$ cat config.mk
export PLATFORM = sky130hd
export DESIGN_NAME = rgb_serial_command_pwm
export DESIGN_NICKNAME = d
export VERILOG_FILES = /design/src/rgbpwm_pkg.sv /design/src/rgbpwm_cmd.sv /design/src/rgb_serial_command_pwm.sv
export SDC_FILE = /design/constraint.sdc
export NUM_CORES = 1
export LEC_CHECK = 0
export BUFFER_PORTS_ARGS = -buffer_cell sky130_fd_sc_hd__clkbuf_2
export CORE_MARGIN = 2
export CORE_UTILIZATION = 50
export CTS_CLUSTER_SIZE = 12
export DETAILED_ROUTE_END_ITERATION = 16
export PLACE_DENSITY = 0.68
export SETUP_SLACK_MARGIN = 0.02
export SLEW_MARGIN = 20
export SYNTH_ARGS = -nofsm -noshare
export SYNTH_HDL_FRONTEND = slang
export SYNTH_HIERARCHICAL = 1
export SYNTH_SLANG_ARGS = --single-unit
$ cat constraint.sdc
create_clock -name clk -period 19.7 [get_ports clk]
set_clock_uncertainty 0.1 [all_clocks]
set_input_delay 1.97 -clock clk [delete_from_list [all_inputs] [get_ports clk]]
set_output_delay 1.97 -clock clk [all_outputs]
set_load 0.01 [all_outputs]
$ cat src/rgbpwm_pkg.sv
`default_nettype none
package rgbpwm_pkg;

	localparam logic [7:0]  CharCr    = 8'h0D;
	localparam logic [7:0]  CharLf    = 8'h0A;
	localparam logic [15:0] CharZero  = 16'd48;
	localparam logic [7:0]  LevelMax  = 8'd255;
	localparam logic [13:0] PwmTop    = 14'd9999;
	localparam logic [13:0] PwmStep   = 14'd39;

	typedef enum logic [1:0] {
		CH_NONE  = 2'd0,
		CH_RED   = 2'd1,
		CH_GREEN = 2'd2,
		CH_BLUE  = 2'd3
	} chan_t;

	typedef struct packed {
		logic        done;
		chan_t       chan;
		logic [7:0]  level;
		logic [13:0] red;
		logic [13:0] green;
		logic [13:0] blue;
	} cmd_result_t;

	// three ASCII digits, 16-bit wrapping, no digit check, clamped to 255
	function automatic logic [7:0] decode_level(input logic [7:0] h, input logic [7:0] t,
			input logic [7:0] u);
		logic [15:0] sum;
		sum = (({8'd0, h} - CharZero) * 16'd100)
			+ (({8'd0, t} - CharZero) * 16'd10)
			+ ({8'd0, u} - CharZero);
		return (sum > {8'd0, LevelMax}) ? LevelMax : sum[7:0];
	endfunction

	// inverted PWM compare: 0 -> top, 255 -> 0, else (top-1) - step*n
	function automatic logic [13:0] level_to_compare(input logic [7:0] n);
		logic [13:0] cmp;
		if (n == 8'd0)
			cmp = PwmTop;
		else if (n == LevelMax)
			cmp = 14'd0;
		else
			cmp = (PwmTop - 14'd1) - (PwmStep * {6'd0, n});
		return cmp;
	endfunction

endpackage
`default_nettype wire

$ cat src/rgbpwm_cmd.sv
`default_nettype none
module rgbpwm_cmd (
	input  wire logic                     clk,
	input  wire logic                     arst_n,
	input  wire logic                     step,
	input  wire logic [7:0]               rx_byte,
	output rgbpwm_pkg::cmd_result_t       result
);

	logic [1:0]  pos_q;
	logic [7:0]  letter_q;
	logic [7:0]  hund_q;
	logic [7:0]  tens_q;
	logic [13:0] red_q;
	logic [13:0] green_q;
	logic [13:0] blue_q;

	logic              line_end;
	logic [7:0]        level;
	logic [13:0]       cmp;
	rgbpwm_pkg::chan_t chan;

	assign line_end = (rx_byte == rgbpwm_pkg::CharCr) || (rx_byte == rgbpwm_pkg::CharLf);
	assign level    = rgbpwm_pkg::decode_level(hund_q, tens_q, rx_byte);
	assign cmp      = rgbpwm_pkg::level_to_compare(level);

	always_comb begin
		case (letter_q) inside
			8'h42, 8'h62: chan = rgbpwm_pkg::CH_BLUE;   // B b
			8'h47, 8'h67: chan = rgbpwm_pkg::CH_GREEN;  // G g
			8'h52, 8'h72: chan = rgbpwm_pkg::CH_RED;    // R r
			default:      chan = rgbpwm_pkg::CH_NONE;
		endcase
	end

	// result shows the compare values after this update
	always_comb begin
		result.done  = step && !line_end && (pos_q == 2'd3);
		result.chan  = chan;
		result.level = level;
		result.red   = (chan == rgbpwm_pkg::CH_RED)   ? cmp : red_q;
		result.green = (chan == rgbpwm_pkg::CH_GREEN) ? cmp : green_q;
		result.blue  = (chan == rgbpwm_pkg::CH_BLUE)  ? cmp : blue_q;
	end

	always_ff @(posedge clk or negedge arst_n) begin
		if (!arst_n) begin
			pos_q    <= 2'd0;
			letter_q <= 8'd0;
			hund_q   <= 8'd0;
			tens_q   <= 8'd0;
			red_q    <= rgbpwm_pkg::PwmTop;
			green_q  <= rgbpwm_pkg::PwmTop;
			blue_q   <= rgbpwm_pkg::PwmTop;
		end else if (step && !line_end) begin
			pos_q <= pos_q + 2'd1;
			case (pos_q)
				2'd0: letter_q <= rx_byte;
				2'd1: hund_q   <= rx_byte;
				2'd2: tens_q   <= rx_byte;
				default: begin
					red_q   <= result.red;
					green_q <= result.green;
					blue_q  <= result.blue;
				end
			endcase
		end
	end

	a_done_pos: assert property (@(posedge clk) disable iff (!arst_n)
		result.done |-> pos_q == 2'd3)
		else $error("command completed away from the units digit");

	a_wrap: assert property (@(posedge clk) disable iff (!arst_n)
		result.done |=> pos_q == 2'd0)
		else $error("position did not return to the letter after a command");

	a_line_end: assert property (@(posedge clk) disable iff (!arst_n)
		step && line_end |=> $stable(pos_q) && $stable(red_q) && $stable(green_q)
			&& $stable(blue_q))
		else $error("line end byte changed command state");

	a_range: assert property (@(posedge clk) disable iff (!arst_n)
		red_q <= rgbpwm_pkg::PwmTop && green_q <= rgbpwm_pkg::PwmTop
			&& blue_q <= rgbpwm_pkg::PwmTop)
		else $error("compare value above PWM top");

endmodule
`default_nettype wire

$ cat src/rgb_serial_command_pwm.sv
`default_nettype none
// RGB serial command decoder. Each input transaction carries one received byte; CR and LF
// are dropped. Four other bytes form a command (channel letter R/G/B, either case, then
// three ASCII digits); the fourth produces one output transaction with the channel
// updated (0 for an unknown letter), the clamped level and all three inverted PWM compare
// values (9999 = off, 0 = full on). A byte is accepted every cycle unless the input is
// stalled; it is held in the input register, decoded there, and the result of the
// completing byte is then registered into the output register when that register is free.
// Output backpressure stalls the input register, and the input stops only when both the
// input register and the output register are full.
module rgb_serial_command_pwm (
	input  wire logic        clk,
	input  wire logic        arst_n,
	input  wire logic        s_axis_tvalid,
	output      logic        s_axis_tready,
	input  wire logic [7:0]  s_axis_tdata,   // [7:0] rx_byte
	output      logic        m_axis_tvalid,
	input  wire logic        m_axis_tready,
	output      logic [55:0] m_axis_tdata,   // [7:0] level, [21:8] red_compare,
	                                         // [35:22] green_compare, [49:36] blue_compare
	output      logic [1:0]  m_axis_tuser    // [1:0] channel_updated
);

	logic                    valid_s1;
	logic [7:0]              byte_s1;
	logic                    out_free;
	logic                    step;
	rgbpwm_pkg::cmd_result_t result;

	assign out_free      = !m_axis_tvalid || m_axis_tready;
	assign s_axis_tready = !valid_s1 || out_free;
	assign step          = valid_s1 && out_free;

	always_ff @(posedge clk or negedge arst_n) begin
		if (!arst_n)
			valid_s1 <= 1'b0;
		else if (s_axis_tready)
			valid_s1 <= s_axis_tvalid;
	end

	always_ff @(posedge clk) begin
		if (s_axis_tready && s_axis_tvalid)
			byte_s1 <= s_axis_tdata;
	end

	rgbpwm_cmd u_cmd (
		.clk     (clk),
		.arst_n  (arst_n),
		.step    (step),
		.rx_byte (byte_s1),
		.result  (result)
	);

	always_ff @(posedge clk or negedge arst_n) begin
		if (!arst_n)
			m_axis_tvalid <= 1'b0;
		else if (out_free)
			m_axis_tvalid <= result.done;
	end

	always_ff @(posedge clk) begin
		if (out_free && result.done) begin
			m_axis_tdata <= {6'd0, result.blue, result.green, result.red, result.level};
			m_axis_tuser <= result.chan;
		end
	end

endmodule
`default_nettype wire
==> impl_metrics.sql <==
INSERT INTO impl_metrics (metric_group, metric, value, unit) VALUES
('run_status', 'run_status', 'completed', ''),
('worst_setup_path', 'cp_top_family', 'adder cells', ''),
('cts', 'cts_max_level', '4', ''),
('detailed_routing', 'remaining_drc_errors', '0', ''),
('yosys', 'commonest_register_cell_after_synthesis', 'sky130_fd_sc_hd__edfxtp_1', ''),
('final_layout', 'seqCellArea', '0.003558', 'mm^2'),
('detailed_routing', 'number_of_iterations_in_the_first_detailed_routing_pass', '5', ''),
('final_layout', 'drive_above_1_share', '0.1634', ''),
('yosys', 'yosys_warnings', '6', ''),
('yosys', 'synth_top_area_cell', 'sky130_fd_sc_hd__edfxtp_1', ''),
('timing', 'slew_headroom', '0.3702', ''),
('cts', 'worst_case_clock_buffer_depth', '2', ''),
('final_layout', 'finalNetCount', '1086', ''),
('detailed_routing', 'via_count', '6397', ''),
('yosys', 'synth_async_sr_flop_share', '0.5349', ''),
('cts', 'cts-root-buf', 'sky130_fd_sc_hd__clkbuf_16', ''),
('placement', 'numPortBuffers', '65', ''),
('run', 'number_of_maximum_capacitance_violations', '0', ''),
('worst_setup_path', 'required', '19.75', 'ns'),
('timing', 'hold_viol_final', '0', ''),
('yosys', 'most_frequent_cell_after_synthesis', 'sky130_fd_sc_hd__inv_1', ''),
('placement', 'place_congestion', '0.8975', ''),
('die', 'die_y', '137.6', 'um'),
('yosys', 'ys_seq_area_frac', '0.3990', ''),
('final_layout', 'synthToLayoutAreaGrowth', '12.28', '%'),
('worst_hold_path', 'hold_path.class', 'reg2reg', ''),
('grt', 'globalRoute.totalOverflow', '0', ''),
('grt', 'wire_length_of_the_first_global_routing_pass', '30090', 'um'),
('cts', 'clock-sinks', '129', ''),
('die', 'floorplan.die_area', '0.01892', 'mm^2'),
('yosys', 'netlist-cell-type-count', '66', ''),
('cts', 'tritoncts', 'built', ''),
('final_layout', 'fillers', '1506', ''),
('worst_setup_path', 'critical_path.startpoint_type', 'flip-flop', ''),
('placement', 'detailed_place_hpwl', '13870', 'um'),
('worst_setup_path', 'worst_setup_path_end_kind', 'flip-flop', ''),
('yosys', 'post-synth-top-area-fraction', '0.2020', ''),
('yosys', 'syn_inst', '890', ''),
('detailed_routing', 'final_antenna_net_count', '0', ''),
('detailed_routing', 'detail_route.wirelength', '18210', 'um'),
('die', 'coreArea', '0.01736', 'mm^2'),
('grt', 'antenna_found_initial', '1', ''),
('yosys', 'number_of_enable_flip_flop_cells_after_synthesis', '60', ''),
('detailed_routing', 'routed_wire_length_per_instance', '15.34', 'um'),
('cts', 'insertion_delay_of_the_later_clocked_pin_in_the_worst_skew_pair', '0.43', 'ns'),
('die', 'die-width', '137.6', 'um'),
('yosys', 'yosys-top-cells-area', 'sky130_fd_sc_hd__edfxtp_1 (20%), sky130_fd_sc_hd__ha_1 (14%), sky130_fd_sc_hd__dfrtp_1 (13%)', ''),
('detailed_routing', 'wire_length_on_met3', '842', 'um'),
('yosys', 'synth.avg_cell_area', '10.02', 'um^2'),
('worst_setup_path', 'cpPeakStageDelay', '0.75', 'ns'),
('worst_setup_path', 'slowest_stage', 'sky130_fd_sc_hd__or4_1', ''),
('final_layout', 'multiInputGateArea', '0.004852', 'mm^2'),
('cts', 'post_cts_hold_buffer_count', '0', ''),
('cts', 'cts_resized', '0', ''),
('detailed_routing', 'routedLengthMet1', '8436', 'um'),
('detailed_routing', 'routed.top_layer', 'met4', ''),
('grt', 'via_count_of_the_first_global_routing_pass', '6228', ''),
('yosys', 'synthTopCellsByCount', 'sky130_fd_sc_hd__inv_1 (98), sky130_fd_sc_hd__ha_1 (97), sky130_fd_sc_hd__nand2_1 (88), sky130_fd_sc_hd__nor2_1 (77), sky130_fd_sc_hd__a21oi_1 (73)', ''),
('yosys', 'mappedNetlistArea', '0.008919', 'mm^2'),
('yosys', 'synth-seq-cells', '129', ''),
('cts', 'total_clock_buffers_created_by_cts', '17', ''),
('worst_setup_path', 'critical_path.n_buffers_inverters', '6', ''),
('timing', 'worstMarginPinSlew', '0.9412', 'ns'),
('grt', 'grt_start_max_net_pins', '70', ''),
('timing', 'slew_violations', '0', ''),
('timing', 'timing.hold.ws', '0.3790', 'ns'),
('grt', 'gr-usage-all-layers', '0.2054', ''),
('die', 'ios', '72', ''),
('timing', 'rsz0062_at_grt', 'false', ''),
('die', 'placementRows', '48', ''),
('timing', 'fin_tns_setup', '0', 'ns');
==> layer usage <==
layer  track usage  vias to the layer above
met1        0.2760                     3046
met3       0.04194                       14
met2        0.3402                      158
li1              -                     3179
met5             0                        -
met4       0.05326                        0
==> kinds of logic after synthesis <==
kind of cell               after synthesis  synth area share
muxes                                   24           0.02974
and+or+nand+nor                        239            0.1275
AOI/OAI and AO/OA                      189            0.1316
other                                    1         0.0004205
buffers and inverters                  133           0.05920
adders and majority gates              126            0.2012
DFF                                    129            0.3990
xor gates and xnor gates                49           0.05135
==> layout make-up <==
cell class,instances,share of cell area
Inverter,98,0.03674
Clock buffer,26,0.04886
Sequential cell,129,0.3554
Timing Repair Buffer,69,0.03549
Antenna cell,1,0.0002499
Multi-Input combinational cell,633,0.4846
Tap cell,225,0.02811
Clock inverter,6,0.01062
==> state kept, by name, indices dropped and copies added, names as in the netlist <==
register        flops
byte_s1             8
m_axis_tdata       50
m_axis_tuser        2
m_axis_tvalid       1
u_cmd/blue_q       14
u_cmd/green_q      14
u_cmd/hund_q        8
u_cmd/letter_q      7
u_cmd/pos_q         2
u_cmd/red_q        14
u_cmd/tens_q        8
valid_s1            1
==> path summary, 6_finish.rpt <==
check,from,endpoint,slack [ns],depth (start not counted)
min reg2reg,u_cmd/red_q[4]$_DFFE_PN0P_,u_cmd/red_q[4]$_DFFE_PN0P_,0.38,2
min in group asynchronous,arst_n,u_cmd/green_q[7]$_DFFE_PN0P_,1.63,2
max reg2reg,u_cmd/hund_q[4]$_DFFE_PN0P_,m_axis_tdata[35]$_DFFE_PP_,9.64,36
min,u_cmd/red_q[4]$_DFFE_PN0P_,u_cmd/red_q[4]$_DFFE_PN0P_,0.38,2
max in group asynchronous,arst_n,u_cmd/green_q[12]$_DFFE_PN0P_,17.27,2
max,u_cmd/hund_q[4]$_DFFE_PN0P_,m_axis_tdata[35]$_DFFE_PP_,9.64,36
==> placed cells by master, fill, tap and decap left out, drive strengths merged, types with 3 or more instances in the layout <==
cell type	synthesis	layout
o21bai	7	7
nor2	77	77
and3	5	5
a31oi	6	6
nor3b	3	3
mux2i	4	4
a21o	10	10
xnor2	27	27
o31ai	18	18
fa	29	29
ha	97	97
clkbuf	24	90
inv	98	99
conb	1	6
nand2	88	88
edfxtp	60	60
o21ai	46	46
xor2	21	21
a21oi	73	73
o211ai	7	7
and2	5	5
dfrtp	45	45
nand3	13	13
dfstp	24	24
nor3	11	11
mux2	20	20
buf	11	5
nand2b	8	8
nor2b	6	6
a211oi	5	5
nand4	3	3
bufinv	0	3
or3	9	9
==> worst min-delay path, stage by stage, from the launching register on <==
cell and delay [ns]:
sky130_fd_sc_hd__dfrtp_1 0.34, sky130_fd_sc_hd__nand2_1 0.05, sky130_fd_sc_hd__o31ai_1 0.06
==> stage by stage <==
stage | utilization | cell area (um^2) | instances | setup slack, ns
final | 0.5769 | 10010 | 1187 | 9.638
after global routing | 0.5768 | 10010 | 1186 | 8.873
after CTS | 0.5768 | 10010 | 1186 | 9.689
after detailed placement | 0.5425 | 9415 | 1154 | 9.725
after global placement | 0.5425 | 9415 | 1154 | 9.954
after floorplan | - | 8937 | 895 | 10.61
Power is not shown: default switching activity piles up to over one toggle a cycle in this logic, so the estimate is an artifact.
